[config.mk]
export PLATFORM = sky130hd
export DESIGN_NAME = fibonacci_mod_matrix_power_flat
export DESIGN_NICKNAME = d
export VERILOG_FILES = /design/src/hdl/fmmp_pkg.sv /design/src/hdl/fmmp_index_if.sv /design/src/hdl/fmmp_count_if.sv /design/src/hdl/fibonacci_mod_matrix_power.sv /design/src/hdl/fmmp_mulmod.sv /design/src/hdl/fmmp_datapath.sv /design/src/hdl/fmmp_ctrl.sv /design/src/flat_wrapper.sv
export SDC_FILE = /design/constraint.sdc
export NUM_CORES = 2
export LEC_CHECK = 0
export BUFFER_PORTS_ARGS = -buffer_cell sky130_fd_sc_hd__buf_4
export CAP_MARGIN = 10
export CORE_AREA = 2 2 375 377
export DETAILED_ROUTE_END_ITERATION = 7
export DIE_AREA = 0 0 377 379
export GPL_ROUTABILITY_DRIVEN = 1
export PLACE_DENSITY = 0.82
export SYNTH_ARGS = -nofsm -noshare
export SYNTH_HDL_FRONTEND = slang
export SYNTH_SLANG_ARGS = --single-unit
[constraint.sdc]
create_clock -name clk -period 17.3 [get_ports clk]
set_input_delay 3.46 -clock clk [delete_from_list [all_inputs] [get_ports clk]]
set_output_delay 3.46 -clock clk [all_outputs]
set_load 0.02 [all_outputs]
[src/hdl/fmmp_pkg.sv]
// Shared types, constants and helpers for the Fibonacci matrix power block.
// Holds the residue type, the modulus, the controller states and the
// command and status structs between controller and datapath.
`default_nettype none

package fmmp_pkg;

	localparam int RES_W = 30;
	typedef logic [RES_W-1:0] res_t;

	localparam res_t FIB_MOD = 30'd1000000007;

	// Barrett factor floor(2^62 / P), used with the top 32 bits of a product.
	localparam logic [32:0] BARRETT_MU = 33'((64'd1 << 62) / 64'd1000000007);

	// Product slots in the datapath.
	localparam int NUM_SLOTS = 5;
	typedef logic [2:0] slot_t;
	localparam slot_t SLOT_AA = 3'd0;
	localparam slot_t SLOT_BB = 3'd1;
	localparam slot_t SLOT_AB = 3'd2;
	localparam slot_t SLOT_BD = 3'd3;
	localparam slot_t SLOT_DD = 3'd4;

	typedef enum logic [2:0] {
		MS_AA,
		MS_BB,
		MS_AB,
		MS_BD,
		MS_DD,
		MS_A3,
		MS_B2
	} mul_sel_t;

	typedef enum logic [3:0] {
		ST_IDLE,
		ST_NORM,
		ST_SQ_ISSUE,
		ST_SQ_WAIT,
		ST_SQ_UPD,
		ST_MULQ,
		ST_FIN_ISSUE,
		ST_FIN_WAIT,
		ST_FIN_ADD
	} fmmp_state_t;

	typedef struct packed {
		logic     load;
		logic     norm_shift;
		logic     mul_go;
		mul_sel_t mul_sel;
		logic     sq_update;
		logic     q_update;
		logic     result_load;
	} fmmp_cmd_t;

	typedef struct packed {
		logic small_n;
		logic top_set;
		logic cnt_zero;
		logic cnt_one;
		logic exp_bit;
		logic mul_idle;
	} fmmp_status_t;

	function automatic res_t mod_add(res_t x, res_t y);
		logic [RES_W:0] s;
		s = {1'b0, x} + {1'b0, y};
		if (s >= {1'b0, FIB_MOD}) begin
			s = s - {1'b0, FIB_MOD};
		end
		return s[RES_W-1:0];
	endfunction

	// The two products of the final step reuse the first two slots.
	function automatic slot_t sel_slot(mul_sel_t sel);
		slot_t slot;
		case (sel)
			MS_AA:   slot = SLOT_AA;
			MS_BB:   slot = SLOT_BB;
			MS_AB:   slot = SLOT_AB;
			MS_BD:   slot = SLOT_BD;
			MS_DD:   slot = SLOT_DD;
			MS_A3:   slot = SLOT_AA;
			MS_B2:   slot = SLOT_BB;
			default: slot = SLOT_AA;
		endcase
		return slot;
	endfunction

endpackage

`default_nettype wire

[src/hdl/fmmp_index_if.sv]
// Input channel of the Fibonacci matrix power block: valid, ready, index.
// Stands alone; its width is set by its own INDEX_BITS parameter.
`default_nettype none

interface fmmp_index_if #(
	parameter int INDEX_BITS = 63
) ();
	logic                  valid;
	logic                  ready;
	logic [INDEX_BITS-1:0] index;

	modport source (output valid, output index, input ready);
	modport sink (input valid, input index, output ready);
endinterface

`default_nettype wire

[src/hdl/fmmp_count_if.sv]
// Result channel of the Fibonacci matrix power block: valid, ready, count_mod.
// Depends on fmmp_pkg for the residue type.
`default_nettype none

interface fmmp_count_if import fmmp_pkg::*; ();
	logic valid;
	logic ready;
	res_t count_mod;

	modport source (output valid, output count_mod, input ready);
	modport sink (input valid, input count_mod, output ready);
endinterface

`default_nettype wire

[src/hdl/fibonacci_mod_matrix_power.sv]
// Top level of the Fibonacci matrix power block: controller, datapath and
// the two stream channels. Depends on fmmp_pkg, fmmp_index_if, fmmp_count_if,
// fmmp_ctrl and fmmp_datapath.
//
// Each transfer on req carries a length n; one transfer on rsp returns the
// number of binary strings of length n without two adjacent zeros, modulo
// 1000000007 (0, 2 and 3 for n = 0, 1, 2). Only the low INDEX_BITS bits of n
// count. Items are worked one at a time. After the accepting cycle, the
// exponent n-2 is normalized at one bit a cycle until its leading one reaches
// the top, then each lower bit takes five products issued into the shared
// four-stage modular multiplier, the drain, and the update, followed by a
// multiply by Q for a one bit. Small lengths skip straight to the final
// combination, which issues two more products and adds them. The result
// sits in an output register, and a new item is taken while it waits on rsp.
`default_nettype none

module fibonacci_mod_matrix_power import fmmp_pkg::*; #(
	parameter int INDEX_BITS = 63
) (
	input  logic         clk,
	input  logic         arst_n,
	fmmp_index_if.sink   req,
	fmmp_count_if.source rsp
);

	fmmp_cmd_t    cmd;
	fmmp_status_t status;

	fmmp_ctrl u_ctrl (
		.clk       (clk),
		.arst_n    (arst_n),
		.req_valid (req.valid),
		.req_ready (req.ready),
		.rsp_valid (rsp.valid),
		.rsp_ready (rsp.ready),
		.status    (status),
		.cmd       (cmd)
	);

	fmmp_datapath #(
		.INDEX_BITS (INDEX_BITS)
	) u_datapath (
		.clk       (clk),
		.arst_n    (arst_n),
		.index     (req.index[INDEX_BITS-1:0]),
		.cmd       (cmd),
		.status    (status),
		.count_mod (rsp.count_mod)
	);

endmodule

`default_nettype wire

[src/hdl/fmmp_mulmod.sv]
// Pipelined modular multiplier: a*b mod P with a Barrett estimate.
// Depends on fmmp_pkg for the modulus, the Barrett factor and the slot type.
`default_nettype none

module fmmp_mulmod import fmmp_pkg::*; (
	input  logic  clk,
	input  logic  arst_n,
	input  logic  in_valid,
	input  res_t  in_a,
	input  res_t  in_b,
	input  slot_t in_slot,
	output logic  out_valid,
	output res_t  out_y,
	output slot_t out_slot,
	output logic  idle
);

	localparam logic [31:0] MOD_W32 = {2'b00, FIB_MOD};

	logic        v_s1, v_s2, v_s3, v_s4;
	logic [59:0] x_s1;
	slot_t       slot_s1, slot_s2, slot_s3, slot_s4;
	logic [64:0] t_s2;
	logic [31:0] xlo_s2, xlo_s3;
	logic [59:0] qp_s3;
	logic [31:0] r_s4;
	logic [31:0] diff;
	logic [31:0] fin;

	always_ff @(posedge clk or negedge arst_n) begin
		if (!arst_n) begin
			v_s1 <= 1'b0;
			v_s2 <= 1'b0;
			v_s3 <= 1'b0;
			v_s4 <= 1'b0;
		end else begin
			v_s1 <= in_valid;
			v_s2 <= v_s1;
			v_s3 <= v_s2;
			v_s4 <= v_s3;
		end
	end

	// The quotient estimate never exceeds the true quotient and falls short
	// by at most two, so the remainder needs two conditional subtractions.
	assign diff = xlo_s3 - qp_s3[31:0];

	always_ff @(posedge clk) begin
		x_s1    <= {30'd0, in_a} * {30'd0, in_b};
		slot_s1 <= in_slot;
		t_s2    <= {33'd0, x_s1[59:28]} * {32'd0, BARRETT_MU};
		xlo_s2  <= x_s1[31:0];
		slot_s2 <= slot_s1;
		qp_s3   <= {30'd0, t_s2[63:34]} * {30'd0, FIB_MOD};
		xlo_s3  <= xlo_s2;
		slot_s3 <= slot_s2;
		r_s4    <= (diff >= MOD_W32) ? (diff - MOD_W32) : diff;
		slot_s4 <= slot_s3;
	end

	assign fin       = (r_s4 >= MOD_W32) ? (r_s4 - MOD_W32) : r_s4;
	assign out_y     = fin[RES_W-1:0];
	assign out_valid = v_s4;
	assign out_slot  = slot_s4;
	assign idle      = !(v_s1 || v_s2 || v_s3 || v_s4);

endmodule

`default_nettype wire

[src/hdl/fmmp_datapath.sv]
// Datapath: exponent scan register, the symmetric power matrix, product
// slots and the result register. Depends on fmmp_pkg and fmmp_mulmod.
`default_nettype none

module fmmp_datapath import fmmp_pkg::*; #(
	parameter int INDEX_BITS = 63
) (
	input  logic                  clk,
	input  logic                  arst_n,
	input  logic [INDEX_BITS-1:0] index,
	input  fmmp_cmd_t             cmd,
	output fmmp_status_t          status,
	output res_t                  count_mod
);

	localparam int CW = $clog2(INDEX_BITS);
	localparam logic [CW-1:0] CNT_INIT = CW'(INDEX_BITS - 1);

	// The power of Q is symmetric, so only a, b (= c) and d are kept.
	logic [INDEX_BITS-1:0] e_q;
	logic [CW-1:0]         cnt_q;
	logic                  small_q;
	res_t                  a_q, b_q, d_q;
	res_t                  prod_q [NUM_SLOTS];
	res_t                  count_q;

	res_t  mul_a, mul_b;
	logic  mo_valid;
	res_t  mo_y;
	slot_t mo_slot;
	logic  mul_idle;

	always_comb begin
		case (cmd.mul_sel)
			MS_AA: begin
				mul_a = a_q;
				mul_b = a_q;
			end
			MS_BB: begin
				mul_a = b_q;
				mul_b = b_q;
			end
			MS_AB: begin
				mul_a = a_q;
				mul_b = b_q;
			end
			MS_BD: begin
				mul_a = b_q;
				mul_b = d_q;
			end
			MS_DD: begin
				mul_a = d_q;
				mul_b = d_q;
			end
			MS_A3: begin
				mul_a = a_q;
				mul_b = res_t'(3);
			end
			MS_B2: begin
				mul_a = b_q;
				mul_b = res_t'(2);
			end
			default: begin
				mul_a = a_q;
				mul_b = a_q;
			end
		endcase
	end

	fmmp_mulmod u_mulmod (
		.clk       (clk),
		.arst_n    (arst_n),
		.in_valid  (cmd.mul_go),
		.in_a      (mul_a),
		.in_b      (mul_b),
		.in_slot   (sel_slot(cmd.mul_sel)),
		.out_valid (mo_valid),
		.out_y     (mo_y),
		.out_slot  (mo_slot),
		.idle      (mul_idle)
	);

	always_ff @(posedge clk) begin
		for (int i = 0; i < NUM_SLOTS; i++) begin
			if (mo_valid && mo_slot == slot_t'(i)) begin
				prod_q[i] <= mo_y;
			end
		end

		if (cmd.load) begin
			small_q <= (index < INDEX_BITS'(3));
			e_q     <= index - INDEX_BITS'(2);
			cnt_q   <= CNT_INIT;
			d_q     <= '0;
			// The small lengths are loaded so that 3*a + 2*b gives their answer.
			if (index == INDEX_BITS'(0)) begin
				a_q <= res_t'(0);
				b_q <= res_t'(0);
			end else if (index == INDEX_BITS'(1)) begin
				a_q <= res_t'(0);
				b_q <= res_t'(1);
			end else if (index == INDEX_BITS'(2)) begin
				a_q <= res_t'(1);
				b_q <= res_t'(0);
			end else begin
				a_q <= res_t'(1);
				b_q <= res_t'(1);
			end
		end else if (cmd.norm_shift) begin
			e_q   <= e_q << 1;
			cnt_q <= cnt_q - CW'(1);
		end else if (cmd.sq_update) begin
			a_q   <= mod_add(prod_q[SLOT_AA], prod_q[SLOT_BB]);
			b_q   <= mod_add(prod_q[SLOT_AB], prod_q[SLOT_BD]);
			d_q   <= mod_add(prod_q[SLOT_BB], prod_q[SLOT_DD]);
			e_q   <= e_q << 1;
			cnt_q <= cnt_q - CW'(1);
		end else if (cmd.q_update) begin
			a_q <= mod_add(a_q, b_q);
			b_q <= a_q;
			d_q <= b_q;
		end

		if (cmd.result_load) begin
			count_q <= mod_add(prod_q[SLOT_AA], prod_q[SLOT_BB]);
		end
	end

	always_comb begin
		status.small_n  = small_q;
		status.top_set  = e_q[INDEX_BITS-1];
		status.cnt_zero = (cnt_q == CW'(0));
		status.cnt_one  = (cnt_q == CW'(1));
		status.exp_bit  = e_q[INDEX_BITS-2];
		status.mul_idle = mul_idle;
	end

	assign count_mod = count_q;

endmodule

`default_nettype wire

[src/hdl/fmmp_ctrl.sv]
// Controller: sequences normalization, squaring, the multiply by Q and the
// final combination, and owns the result handshake. Depends on fmmp_pkg.
`default_nettype none

module fmmp_ctrl import fmmp_pkg::*; (
	input  logic         clk,
	input  logic         arst_n,
	input  logic         req_valid,
	output logic         req_ready,
	output logic         rsp_valid,
	input  logic         rsp_ready,
	input  fmmp_status_t status,
	output fmmp_cmd_t    cmd
);

	localparam logic [2:0] SQ_LAST_ISSUE  = 3'd4;
	localparam logic [2:0] FIN_LAST_ISSUE = 3'd1;

	fmmp_state_t state_q, state_d;
	logic [2:0]  issue_q, issue_d;
	logic        rsp_valid_q;

	always_ff @(posedge clk or negedge arst_n) begin
		if (!arst_n) begin
			state_q     <= ST_IDLE;
			issue_q     <= '0;
			rsp_valid_q <= 1'b0;
		end else begin
			state_q <= state_d;
			issue_q <= issue_d;
			if (cmd.result_load) begin
				rsp_valid_q <= 1'b1;
			end else if (rsp_ready) begin
				rsp_valid_q <= 1'b0;
			end
		end
	end

	always_comb begin
		state_d   = state_q;
		issue_d   = '0;
		cmd       = '0;
		req_ready = 1'b0;

		case (state_q)
			ST_IDLE: begin
				req_ready = 1'b1;
				if (req_valid) begin
					cmd.load = 1'b1;
					state_d  = ST_NORM;
				end
			end
			ST_NORM: begin
				if (status.small_n) begin
					state_d = ST_FIN_ISSUE;
				end else if (status.top_set) begin
					state_d = status.cnt_zero ? ST_FIN_ISSUE : ST_SQ_ISSUE;
				end else begin
					cmd.norm_shift = 1'b1;
				end
			end
			ST_SQ_ISSUE: begin
				cmd.mul_go = 1'b1;
				case (issue_q)
					3'd0:    cmd.mul_sel = MS_AA;
					3'd1:    cmd.mul_sel = MS_BB;
					3'd2:    cmd.mul_sel = MS_AB;
					3'd3:    cmd.mul_sel = MS_BD;
					default: cmd.mul_sel = MS_DD;
				endcase
				if (issue_q == SQ_LAST_ISSUE) begin
					state_d = ST_SQ_WAIT;
				end else begin
					issue_d = issue_q + 3'd1;
				end
			end
			ST_SQ_WAIT: begin
				if (status.mul_idle) begin
					state_d = ST_SQ_UPD;
				end
			end
			ST_SQ_UPD: begin
				// The bit is looked at before the update shifts it up.
				cmd.sq_update = 1'b1;
				if (status.exp_bit) begin
					state_d = ST_MULQ;
				end else if (status.cnt_one) begin
					state_d = ST_FIN_ISSUE;
				end else begin
					state_d = ST_SQ_ISSUE;
				end
			end
			ST_MULQ: begin
				cmd.q_update = 1'b1;
				state_d      = status.cnt_zero ? ST_FIN_ISSUE : ST_SQ_ISSUE;
			end
			ST_FIN_ISSUE: begin
				cmd.mul_go  = 1'b1;
				cmd.mul_sel = (issue_q == FIN_LAST_ISSUE) ? MS_B2 : MS_A3;
				if (issue_q == FIN_LAST_ISSUE) begin
					state_d = ST_FIN_WAIT;
				end else begin
					issue_d = issue_q + 3'd1;
				end
			end
			ST_FIN_WAIT: begin
				if (status.mul_idle) begin
					state_d = ST_FIN_ADD;
				end
			end
			ST_FIN_ADD: begin
				// Wait here only while the previous result has not been taken.
				if (!rsp_valid_q || rsp_ready) begin
					cmd.result_load = 1'b1;
					state_d         = ST_IDLE;
				end
			end
			default: begin
				state_d = ST_IDLE;
			end
		endcase
	end

	assign rsp_valid = rsp_valid_q;

endmodule

`default_nettype wire
[src/flat_wrapper.sv]
// flat-port wrapper written by rule: the top's interface ports become plain ports
module fibonacci_mod_matrix_power_flat import fmmp_pkg::*;
#(
	parameter int INDEX_BITS = 63
)
  (clk, arst_n, req_valid, req_index, req_ready, rsp_valid, rsp_count_mod, rsp_ready);
  fmmp_index_if #(.INDEX_BITS(INDEX_BITS)) req_i ();
  fmmp_count_if rsp_i ();
  input  logic clk;
  input  logic arst_n;
  input wire logic [$bits(req_i.valid)-1:0] req_valid;
  input wire logic [$bits(req_i.index)-1:0] req_index;
  output wire logic [$bits(req_i.ready)-1:0] req_ready;
  output wire logic [$bits(rsp_i.valid)-1:0] rsp_valid;
  output wire logic [$bits(rsp_i.count_mod)-1:0] rsp_count_mod;
  input wire logic [$bits(rsp_i.ready)-1:0] rsp_ready;
  assign req_i.valid = req_valid;
  assign req_i.index = req_index;
  assign req_ready = req_i.ready;
  assign rsp_valid = rsp_i.valid;
  assign rsp_count_mod = rsp_i.count_mod;
  assign rsp_i.ready = rsp_ready;
  fibonacci_mod_matrix_power #(.INDEX_BITS(INDEX_BITS)) u_core (.clk(clk), .arst_n(arst_n), .req(req_i), .rsp(rsp_i));
endmodule
==> results.txt <==
CP Class: reg2reg
DR WL met2: 112500 microns
CP Capture Type: flop
Fin. Hold Viols: 0
count of final max-slew check failures: 0
vias per cell: 6.131
post-synthesis sequential area ratio: 17.80%
Syn Inst Count: 8795
Skew-Pair Late Insertion Delay: 0.68 ns
status: finished, violations left
gr usage total: 36.11%
DRT iter0 DRCs: 6243
Initial Util: 59.68%
uppermost layer routed: met5
CTS max path bufs: 3
TritonRoute pass-1 iters: 8
Startpoint Class: flop
slowest CP cell: nor2_2
fin nets: 11060
Detailed Route WL: 253100 microns
Residual DRC: 2
setup_tns: 0 ns
core area: 138800 sq um
most used cell, CP: fa_1
share of the synthesized area in the top cell type: 30.49%
syn_nets: 11100
routed len/inst: 23.84 microns
area leader, netlist: fa_1
hpwl dp: 201800 microns
cts bufs inserted: 68
I/O Buffers: 98
Final ANT Viol Nets: 0
WL met1: 97130 microns
cell area after synthesis: 82870 sq um
Worst Path Arrival: 11.81 ns
Warnings, synthesis: 0
GP Congestion: 0.9965
WL met3: 28000 microns
layout cell share with drive strength beyond 1: 4.984%
first-pass GRT wire length: 390000 microns
clk root buf: clkbuf_16
crit path max fanout: 62
Die W: 377 microns
die height: 379 microns
final instance area: 88000 sq um
Post-synth EDFFs: 304
Avg Synthesized Cell Area: 9.422 sq um
grt ovf: 0
most frequent cell after synthesis: inv_1
Max Clock Freq: 0.08868 GHz
FILL cells: 11270
Rel. slew slack: 9.010%
Yosys reg bits: 582
Req. time, crit path: 17.84 ns
vias in the first global route: 67700
placed cell area: 85700 sq um
IO Pins: 99
Clock Skew: 0.04208 ns
die area: 142900 sq um
Clock Sinks: 582
initial antenna violation count: 13
postcts setup bufs: 0
unrepaired setup endpoints after global routing: no
Final Cycle Share: 65.18%
Primary FF master, synth: edfxtp_1
cells taking the most area after synthesis: fa_1 30%, ha_1 15%, edfxtp_1 11%, inv_1 7.3%, dfxtp_1 6.4%
Slew @ Worst Pin: 1.365 ns
synth unique cells: 101
failing checks: design-rule violations
largest net degree at the start of global routing: 126
Final setup viols: 0
class of the most critical hold timing path: reg2reg
max cap viols: 0
Post-synth ARST share: 2.062%
CTS tree: yes
Clock H-tree levels: 3
vias post-DR: 65090
leading cell types by count after synthesis: 1614 x inv_1, 1262 x fa_1, 975 x ha_1
CTS Hold Buffers Added: 0
Min Clock Period, post-route: 11.28 ns
CP max stage delay: 1.00 ns
# resized after CTS: 0
# rows: 137
area grow syn2layout: 6.190%
Worst-path clk slew: 0.07 ns
[cell type report]
cell class / instances / area (sq um) / share of cell area (%)
Timing Repair Buffer: 186 / 1431 / 1.627
Inverter: 1615 / 6062 / 6.889
Tap cell: 1807 / 2261 / 2.569
Multi-Input combinational cell: 6302 / 61220 / 69.57
Antenna cell: 2 / 5.005 / 0.005687
Clock buffer: 85 / 1911 / 2.171
Clock inverter: 38 / 357.8 / 0.4066
Sequential cell: 582 / 14750 / 16.77
[flip-flops by register name, summed over array words and instances, names as in the netlist, 6 cells and up]
name and flops:
u_core.u_datapath.u_mulmod.xlo_s2 31, u_core.u_datapath.cnt_q 6, u_core.u_datapath.b_q 30, u_core.u_datapath.u_mulmod.r_s4 32, u_core.u_datapath.u_mulmod.x_s1 60, u_core.u_datapath.a_q 30
u_core.u_datapath.u_mulmod.t_s2 31, u_core.u_datapath.count_mod 30, u_core.u_datapath.d_q 30, u_core.u_datapath.u_mulmod.xlo_s3 32, u_core.u_datapath.u_mulmod.qp_s3 32, u_core.u_datapath.e_q 63
u_core.u_datapath.prod_q 150
[metrics by stage]
| step | utilization (%) | hold WS (ns) | setup slack, ns | instances |
|---|---|---|---|---|
| after floorplan | - | 0.3096 | 7.636 | 8795 |
| after global placement | 61.70 | 0.3105 | 6.386 | 10490 |
| after detailed placement | 61.72 | 0.3121 | 6.297 | 10490 |
| after CTS | 63.35 | 0.3138 | 6.210 | 10610 |
| after global routing | 63.38 | 0.3194 | 5.521 | 10620 |
| final | 63.38 | 0.3114 | 6.024 | 10620 |
[cell families (layout without fill, tap and decap cells)]
kind of cell	after synthesis	count (layout)	share of synthesized area, %
buffers and inverters	1911	1924	8.698
flip-flops	582	582	17.80
AND/OR/NAND/NOR	2228	2228	12.07
multiplexers	24	24	0.3035
adder cells (fa/ha/maj)	2237	2237	45.21
other	0	2	0
AO/OA/AOI/OAI	1361	1361	11.14
XOR/XNOR	452	452	4.777
[layer usage]
metal / vias up / global-route usage (%)
met4: 4 / 18.61
met5: - / 0
met2: 3368 / 56.77
met1: 32280 / 45.99
met3: 808 / 9.528
li1: 28640 / -
[worst max-delay path: cells and delay by family, from the launching register on]
kind	cells	cell delay [ns]
DFF	1	0.64
xor gates and xnor gates	1	0.12
AOI/OAI and AO/OA	12	2.93
buffers and inverters	7	0.80
and+or+nand+nor	6	1.84
adders and majority gates	10	4.78
[final timing paths]
path | slack [ns] | endpoint | start | cells past startpoint
worst min register to register | 0.31 | u_core.u_datapath.u_mulmod.xlo_s3[14] | u_core.u_datapath.u_mulmod.xlo_s2[14] | 0
worst max-delay path | 6.02 | u_core.u_datapath.u_mulmod.x_s1[58] | u_core.u_ctrl.issue_q[2] | 36
worst max register to register | 6.02 | u_core.u_datapath.u_mulmod.x_s1[58] | u_core.u_ctrl.issue_q[2] | 36
min in group asynchronous | 2.65 | u_core.u_ctrl.rsp_valid | arst_n | 1
worst min-delay path | 0.31 | u_core.u_datapath.u_mulmod.xlo_s3[14] | u_core.u_datapath.u_mulmod.xlo_s2[14] | 0
max in group asynchronous | 14.42 | u_core.u_ctrl.issue_q[0] | arst_n | 1
[layout by cell type, fill, tap and decap left out, drive strengths merged, types with 143 or more instances in the layout]
master and count:
a21oi 327, buf 186, dfxtp 266, edfxtp 304
fa 1262, ha 975, inv 1622, nand2 744
nor2 795, o21ai 280, xnor2 309, xor2 143
Power is left out: the tool's default activity adds up to more than one toggle a clock period on the data nets, which glitch-free logic cannot reach.
